===== src/hw/rtl/assert_macros.svh =====
// Assertion macros shared by the estimator RTL.
// Every macro samples on i_clk and is disabled while i_rst_n is low.
`ifndef ASSERT_MACROS_SVH
`define ASSERT_MACROS_SVH

// Check that the consequent holds in the same cycle as the antecedent.
`define ASSERT_SAME(label, ante, cons) \
    label: assert property (@(posedge i_clk) disable iff (!i_rst_n) (ante) |-> (cons)) \
        else $error("assertion failed");

// Check that the consequent holds in the cycle after the antecedent.
`define ASSERT_NEXT(label, ante, cons) \
    label: assert property (@(posedge i_clk) disable iff (!i_rst_n) (ante) |=> (cons)) \
        else $error("assertion failed");

`endif


===== src/hw/rtl/dwwe_pkg.sv =====
// Shared types, constants and weight-table functions of the estimator.
// No dependencies; used by the controller, the datapath and the top level.
package dwwe_pkg;

    // Fixed-point formats
    localparam int SAMPLE_W    = 16;
    localparam int GAIN_W      = 24;
    localparam int EST_W       = 32;
    localparam int SM_W        = 32;
    localparam int SAMPLE_FRAC = 15;
    localparam int GAIN_FRAC   = 16;
    localparam int OUT_FRAC    = 24;

    // Modulating function constants
    localparam int PERIOD      = 5;
    localparam int PLANT_SCALE = 60;
    localparam int MODEL_SCALE = 30;
    localparam int POLY_COEF   = 6;

    typedef struct packed {
        logic signed [SAMPLE_W-1:0] plant_sample;
        logic signed [SAMPLE_W-1:0] model_sample;
        logic signed [GAIN_W-1:0]   gain_a;
    } t_in;

    typedef struct packed {
        logic signed [EST_W-1:0] estimate;
        logic                    saturated;
    } t_out;

    // Controller to datapath commands
    typedef struct packed {
        logic load;
        logic issue;
        logic round;
        logic mult;
        logic total;
    } t_cmd;

    // Datapath to controller status
    typedef struct packed {
        logic tap_last;
    } t_stat;

    // Round (a * 2^wfrac / b) to nearest, ties away from zero, by long division.
    // Evaluated at elaboration only, to build the constant weight tables.
    function automatic logic [63:0] dwwe_round_div(input logic [63:0] a,
                                                   input logic [63:0] b,
                                                   input int unsigned wfrac);
        logic [127:0] num;
        logic [127:0] quo;
        logic [64:0]  rem;
        num = {64'd0, a} << (wfrac + 1);
        quo = '0;
        rem = '0;
        for (int i = 127; i >= 0; i--) begin
            rem = {rem[63:0], num[i]};
            if (rem >= {1'b0, b}) begin
                rem    = rem - {1'b0, b};
                quo[i] = 1'b1;
            end
        end
        return 64'((quo + 128'd1) >> 1);
    endfunction

    // Plant weight of tap k, trapezoid end taps halved
    function automatic logic [31:0] dwwe_plant_weight(input int unsigned m,
                                                      input int unsigned k,
                                                      input int unsigned wfrac);
        longint     poly;
        logic [63:0] mag;
        logic [63:0] den;
        logic [63:0] w;
        poly = longint'(m) * longint'(m) - longint'(POLY_COEF) * longint'(k) * longint'(m)
             + longint'(POLY_COEF) * longint'(k) * longint'(k);
        mag  = (poly < 0) ? 64'(-poly) : 64'(poly);
        den  = 64'(PERIOD * PERIOD) * 64'(m) * 64'(m) * 64'(m);
        if (k == 0 || k == m) begin
            den = den << 1;
        end
        w = dwwe_round_div(64'(PLANT_SCALE) * mag, den, wfrac);
        return (poly < 0) ? 32'(-w) : 32'(w);
    endfunction

    // Model weight of tap k, zero at both ends
    function automatic logic [31:0] dwwe_model_weight(input int unsigned m,
                                                      input int unsigned k,
                                                      input int unsigned wfrac);
        logic [63:0] p;
        logic [63:0] den;
        logic [63:0] w;
        p   = 64'(k) * 64'(m - k);
        den = 64'(m) * 64'(m) * 64'(m) * 64'(m) * 64'(m);
        w   = dwwe_round_div(64'(MODEL_SCALE) * p * p, den, wfrac);
        return 32'(-w);
    endfunction

endpackage


===== src/hw/rtl/dwwe_ctrl.sv =====
// Controller state machine of the estimator: input and output handshakes,
// tap sweep, drain and final steps. Depends on dwwe_pkg and assert_macros.svh.
`include "assert_macros.svh"

module dwwe_ctrl (
    input  logic           i_clk,
    input  logic           i_rst_n,
    input  logic           i_in_valid,
    output logic           o_in_ready,
    output logic           o_out_valid,
    input  logic           i_out_ready,
    input  dwwe_pkg::t_stat i_stat,
    output dwwe_pkg::t_cmd  o_cmd
);
    import dwwe_pkg::*;

    localparam logic [2:0] S_IDLE  = 3'd0;
    localparam logic [2:0] S_RUN   = 3'd1;
    localparam logic [2:0] S_WAIT1 = 3'd2;
    localparam logic [2:0] S_WAIT2 = 3'd3;
    localparam logic [2:0] S_ROUND = 3'd4;
    localparam logic [2:0] S_MULT  = 3'd5;
    localparam logic [2:0] S_TOTAL = 3'd6;

    logic [2:0] r_state;
    logic [2:0] n_state;
    logic       r_out_valid;
    logic       n_out_valid;

    // Take input only when idle and out of reset
    assign o_in_ready  = i_rst_n && (r_state == S_IDLE);
    assign o_out_valid = r_out_valid;

    // Decode commands from the state
    always_comb begin
        o_cmd       = '0;
        o_cmd.load  = o_in_ready && i_in_valid;
        o_cmd.issue = (r_state == S_RUN);
        o_cmd.round = (r_state == S_ROUND);
        o_cmd.mult  = (r_state == S_MULT);
        o_cmd.total = (r_state == S_TOTAL) && (!r_out_valid || i_out_ready);
    end

    // Advance through sweep, drain and final steps
    always_comb begin
        n_state = r_state;
        unique case (r_state)
            S_IDLE: begin
                if (i_in_valid) n_state = S_RUN;
            end
            S_RUN: begin
                if (i_stat.tap_last) n_state = S_WAIT1;
            end
            S_WAIT1: n_state = S_WAIT2;
            S_WAIT2: n_state = S_ROUND;
            S_ROUND: n_state = S_MULT;
            S_MULT:  n_state = S_TOTAL;
            S_TOTAL: begin
                if (o_cmd.total) n_state = S_IDLE;
            end
            default: n_state = S_IDLE;
        endcase
    end

    // Hold the result valid until the output transaction completes
    always_comb begin
        n_out_valid = r_out_valid;
        priority if (o_cmd.total) begin
            n_out_valid = 1'b1;
        end else if (i_out_ready) begin
            n_out_valid = 1'b0;
        end else begin
            n_out_valid = r_out_valid;
        end
    end

    always_ff @(posedge i_clk) begin
        if (!i_rst_n) begin
            r_state     <= S_IDLE;
            r_out_valid <= 1'b0;
        end else begin
            r_state     <= n_state;
            r_out_valid <= n_out_valid;
        end
    end

    `ASSERT_NEXT(a_accept_starts_run, i_in_valid && o_in_ready, r_state == S_RUN)
    `ASSERT_NEXT(a_run_holds, (r_state == S_RUN) && !i_stat.tap_last, r_state == S_RUN)
    `ASSERT_SAME(a_no_result_overwrite, o_cmd.total, !r_out_valid || i_out_ready)

endmodule


===== config.mk =====
export PLATFORM = sky130hd
export DESIGN_NAME = dwwe_ctrl
export DESIGN_NICKNAME = d
export VERILOG_FILES = /design/src/hw/rtl/dwwe_pkg.sv /design/src/hw/rtl/dwwe_ctrl.sv
export VERILOG_INCLUDE_DIRS = /design/src /design/src/hw/rtl
export SDC_FILE = /design/constraint.sdc
export NUM_CORES = 1
export LEC_CHECK = 0
export BUFFER_PORTS_ARGS = -buffer_cell sky130_fd_sc_hd__buf_4
export CELL_PAD_IN_SITES_DETAIL_PLACEMENT = 0
export CELL_PAD_IN_SITES_GLOBAL_PLACEMENT = 1
export CORE_AREA = 2 2 39 41
export DETAILED_ROUTE_END_ITERATION = 16
export DIE_AREA = 0 0 41 43
export PLACE_DENSITY = 0.56
export SETUP_SLACK_MARGIN = 0.05
export SLEW_MARGIN = 10
export SYNTH_ARGS = -nofsm -noshare
export SYNTH_HDL_FRONTEND = slang
export SYNTH_SLANG_ARGS = --single-unit

===== constraint.sdc =====
create_clock -name i_clk -period 0.9 [get_ports i_clk]
set_input_delay 0.18 -clock i_clk [delete_from_list [all_inputs] [get_ports i_clk]]
set_output_delay 0.18 -clock i_clk [all_outputs]
set_load 0.01 [all_outputs]

==> results of run 1 <==
[layout make-up]
cell class	count	area (um^2)
Multi-Input combinational cell	22	196
Tap cell	16	20.0
Fill cell	148	868
Timing Repair Buffer	21	184
Sequential cell	4	92.6
Clock buffer	3	22.5
[kinds of logic after synthesis]
family	synth area share, %
AO/OA/AOI/OAI	18.7
flip-flops	29.2
buffers and inverters	11.4
AND/OR/NAND/NOR	40.6
[worst min-delay path by stage]
stage | start | cells past startpoint | end | slack [ps]
6_report | i_rst_n | 3 | r_state[0] | 290
5_1_grt | i_rst_n | 3 | r_state[1] | 320
4_1_cts | i_rst_n | 3 | r_state[1] | 290
3_5_place_dp | i_rst_n | 3 | r_state[0] | 540
3_3_place_gp | i_rst_n | 3 | r_state[1] | 530
2_1_floorplan | i_rst_n | 1 | r_state[0] | 300
[power breakdown]
part,total (uW),internal [uW],switching [uW]
logic,209,135,74.2
registers,207,188,19.1
clock network,227,149,77.6
[per-layer routing]
| layer | track usage [%] | vias to the layer above | wire (um) |
|---|---|---|---|
| li1 | - | 146 | - |
| met1 | 11.9 | 135 | 316 |
| met2 | 15.3 | 11 | 382 |
| met3 | 1.57 | 2 | 38 |
| met4 | 8.00 | 0 | 14 |
| met5 | 0 | - | 0 |
[per-stage QoR]
stage / setup slack (ps) / TNS (ps)
3_3_place_gp: -245 / -1530
3_5_place_dp: -281 / -1710
5_1_grt: -476 / -3190
6_report: -435 / -2810
4_1_cts: -450 / -2560
2_1_floorplan: -242 / -435
[flip-flops by register name (all words and copies together) (netlist names)]
register,count
o_out_valid,1
r_state,3
[critical path, cell delays in order, from the launching register on]
cell	delay, ps
dfxtp_4	350
nor4b_4	290
and2_4	180
buf_6	90
[placed cells by master, fill, tap and decap left out]
cell type and count:
o21ai_2 1, clkbuf_4 3, and2_4 1, and4b_1 1, a21boi_1 1, buf_4 14
and3b_1 1, nor3_1 1, a31o_1 1, o21ai_0 1, a21oi_2 2, nor4b_4 1
nor2b_1 1, dfxtp_4 3, nor2_1 2, or3b_4 1, nor3b_2 2, nand2b_4 1
nand2b_1 1, o21a_1 2, dfxtp_2 1, buf_6 7, nand3b_1 1
[cells in the mapped netlist (2+ instances only)]
library cell / instances / share of area [%]
nor2_1: 2 / 2.7
a21oi_1: 2 / 3.7
nor3b_1: 2 / 5.5
buf_4: 2 / 5.5
dfxtp_1: 4 / 29
o21a_1: 2 / 5.5
nand2b_1: 2 / 4.6
[timing repair]
action,in CTS,in global routing
buffers inserted,3,1
setup endpoints to repair,11,11
resized for setup,16,4
cloned,0,0
pin swaps,3,2
hold buffers,0,0
==> qor.csv, run 1 <==
metric;value;unit
status;finished with violations;
violations;setup timing;
fp.dieArea;0.00176;mm^2
slew_violations;0;
yosysWarnings;0;
fin_ws;-435;ps
portBuffers;11;
synthCells;30;
first_pass_iters;4;
grt_pass1_vias;294;
start_kind;register;
synth_cell_types;21;
power.leakage;0.000238;uW
ir_worst_vdd;0.521;mV
worstHoldPathType;primary input to register;
cp-startpoint;r_state[1];
seq_area_frac_synth;29.2;%
die_x;41;um
cp-endpoint;o_cmd[4];
whs;291;ps
fmax;749;MHz
coreArea;0.00138;mm^2
hold_violations;0;
clk_path_buf_depth;2;
avgSynthCellArea;9.13;um^2
r2r_cells;4;
ctsRootBufferMaster;clkbuf_4;
clkLatencyLatePin;240;ps
start_util;19.8;%
rows;14;
final_cells;66;
rr_startpoint;r_state[1];
cts_tree;done;
drtIter0Drc;6;
htree_levels;1;
place_congestion;0.790;
finalNetCount;57;
grt_pass1_wl;1.20;mm
pin_count;12;
wl_per_cell;11.4;um
viasPerCell;4.45;
finalCoreUtilization;37.3;%
syn_to_final_growth;88.1;%
min_period;1340;ps
gr-usage-all-layers;10.1;%
end_kind;output port;
drt_wl_total;752;um
synthesis.area;274;um^2
syn_nets;35;
fin_skew;4.15;ps
worstPathArrival;1160;ps
async_reset_ff_share;0;%
r2r_end;r_state[0];
clk_pin_slew;40;ps
fin_area;515;um^2
numCtsBuffers;3;
placed_cell_area;398;um^2
fp.dieH;43;um
cts.sinks;4;
worst_pin_slew;223;ps
cap_violations;0;
layout-drive-gt1-share;74.0;%
period_share;148;%
num_antenna_cells;0;
vias;294;
crit_fanout;3;
maxSlewHeadroom;85.1;%
required;720;ps
r2r_slack;-300;ps
hpwl;474;um
drc;0;
synth_edf_count;0;
ys_seq_elements;4;
ant_nets;0;
total_power;644;uW
antenna_found_initial;0;
gr-total-overflow;0;
power_density;1250;mW/mm^2
grt_max_degree;10;
synthFlopType;dfxtp_1;
rsz0062_at_grt;true;
crit_type;register to output port;
finalSetupViolations;9;
dpl.cell_count;59;
Note: power is estimated with default switching activity, not from simulation.
==> run 2, diff against run 1 <==
--- a/config.mk
+++ b/config.mk
@@ -13,6 +13,7 @@
 export DETAILED_ROUTE_END_ITERATION = 16
 export DIE_AREA = 0 0 41 43
 export PLACE_DENSITY = 0.56
+export RECOVER_POWER = 100
 export SETUP_SLACK_MARGIN = 0.05
 export SLEW_MARGIN = 10
 export SYNTH_ARGS = -nofsm -noshare
==> qor.csv, run 2 (same netlist as run 1, synthesis figures left out) <==
metric;value;unit
die_x;41;um
portBuffers;11;
htree_levels;1;
syn_to_final_growth;87.7;%
rr_startpoint;r_state[1];
whs;291;ps
fin_area;514;um^2
maxSlewHeadroom;85.1;%
rows;14;
hold_violations;0;
ctsRootBufferMaster;clkbuf_4;
viasPerCell;4.45;
ant_nets;0;
final_common_cell;buf_4;
crit_type;register to output port;
num_antenna_cells;0;
gr-usage-all-layers;10.1;%
cp-startpoint;r_state[1];
fp.dieArea;0.00176;mm^2
regMostFlops;r_state;
cts.sinks;4;
cap_violations;0;
vias;294;
start_util;19.8;%
drt_wl_total;752;um
worstPathArrival;1160;ps
power.leakage;0.000238;uW
tns;-2810;ps
required;720;ps
clkLatencyLatePin;240;ps
mostFrequentLayoutCells;14 x buf_4, 7 x buf_6, 3 x clkbuf_4, 3 x dfxtp_4;
grt_pass1_vias;294;
place_congestion;0.790;
first_pass_iters;4;
drtIter0Drc;6;
hpwl;474;um
numCtsBuffers;3;
ir_worst_vdd;0.521;mV
post-place-ws;-281;ps
grt_pass1_wl;1.20;mm
start_kind;register;
fin_skew;4.15;ps
drc;0;
gr-total-overflow;0;
power_density;1250;mW/mm^2
rsz0062_at_grt;true;
min_period;1340;ps
antenna_found_initial;0;
coreArea;0.00138;mm^2
finalNetCount;57;
fin_ws;-435;ps
wl_per_cell;11.4;um
grt_max_degree;10;
violations;setup timing;
clk_pin_slew;40;ps
placed_cell_area;398;um^2
worstHoldPathType;primary input to register;
largest_reg_flops;3;
layout-drive-gt1-share;72.0;%
hp-start;i_rst_n;
fp.dieH;43;um
finalSetupViolations;9;
fmax;749;MHz
crit_fanout;3;
clk_path_buf_depth;2;
slew_violations;0;
cts_tree;done;
period_share;148;%
end_kind;output port;
status;finished with violations;
worst_pin_slew;223;ps
pin_count;12;
## run 2: changes by cell type in the layout (fill, tap and decap cells not counted)
cell / previous run / this run
dfxtp_1: 0 / 1
dfxtp_2: 1 / 0
## run 2: area by class of cell
cell class	instances	area, um^2
repair buffers	21	184
multi-input cells	22	196
well taps	16	20.0
clock buffers	3	22.5
fillers	149	870
flip-flops and latches	4	91.3
## run 2: repair_timing
item,CTS,global route
setup buffers,3,1
resized for setup,16,4
pin swaps,3,2
setup endpoints to repair,11,11
hold buffers,0,0
## run 2: metal layers
layer  GRT usage (%)  vias up  wire [um]
met5               0        -          0
met4            8.00        0         14
met3            1.57        2         38
met2            15.3       11        382
met1            11.9      135        316
li1                -      146          -
## run 2: worst paths after layout
kind	to	slack (ps)	cells after the start
max	o_cmd[4]	-440	3
min	r_state[0]	290	3
max reg2reg	r_state[0]	-300	4
min reg2reg	o_out_valid	590	2
## run 2: through the flow
step	util, %	total power (uW)	std cells
after global routing	37.2	679	66
after CTS	35.7	636	65
final	37.2	644	66
after global placement	28.8	357	59
after floorplan	-	306	30
after detailed placement	28.8	360	59
## run 2: critical path: stages, from the launching register on
cell     delay (ps)
dfxtp_4         350
nor4b_4         290
and2_4          180
buf_6            90
## run 2: report_power, final
part	switching, uW	internal, uW
Clock	77.6	149
Combinational	74.2	135
Sequential	19.1	188
Total	171	473
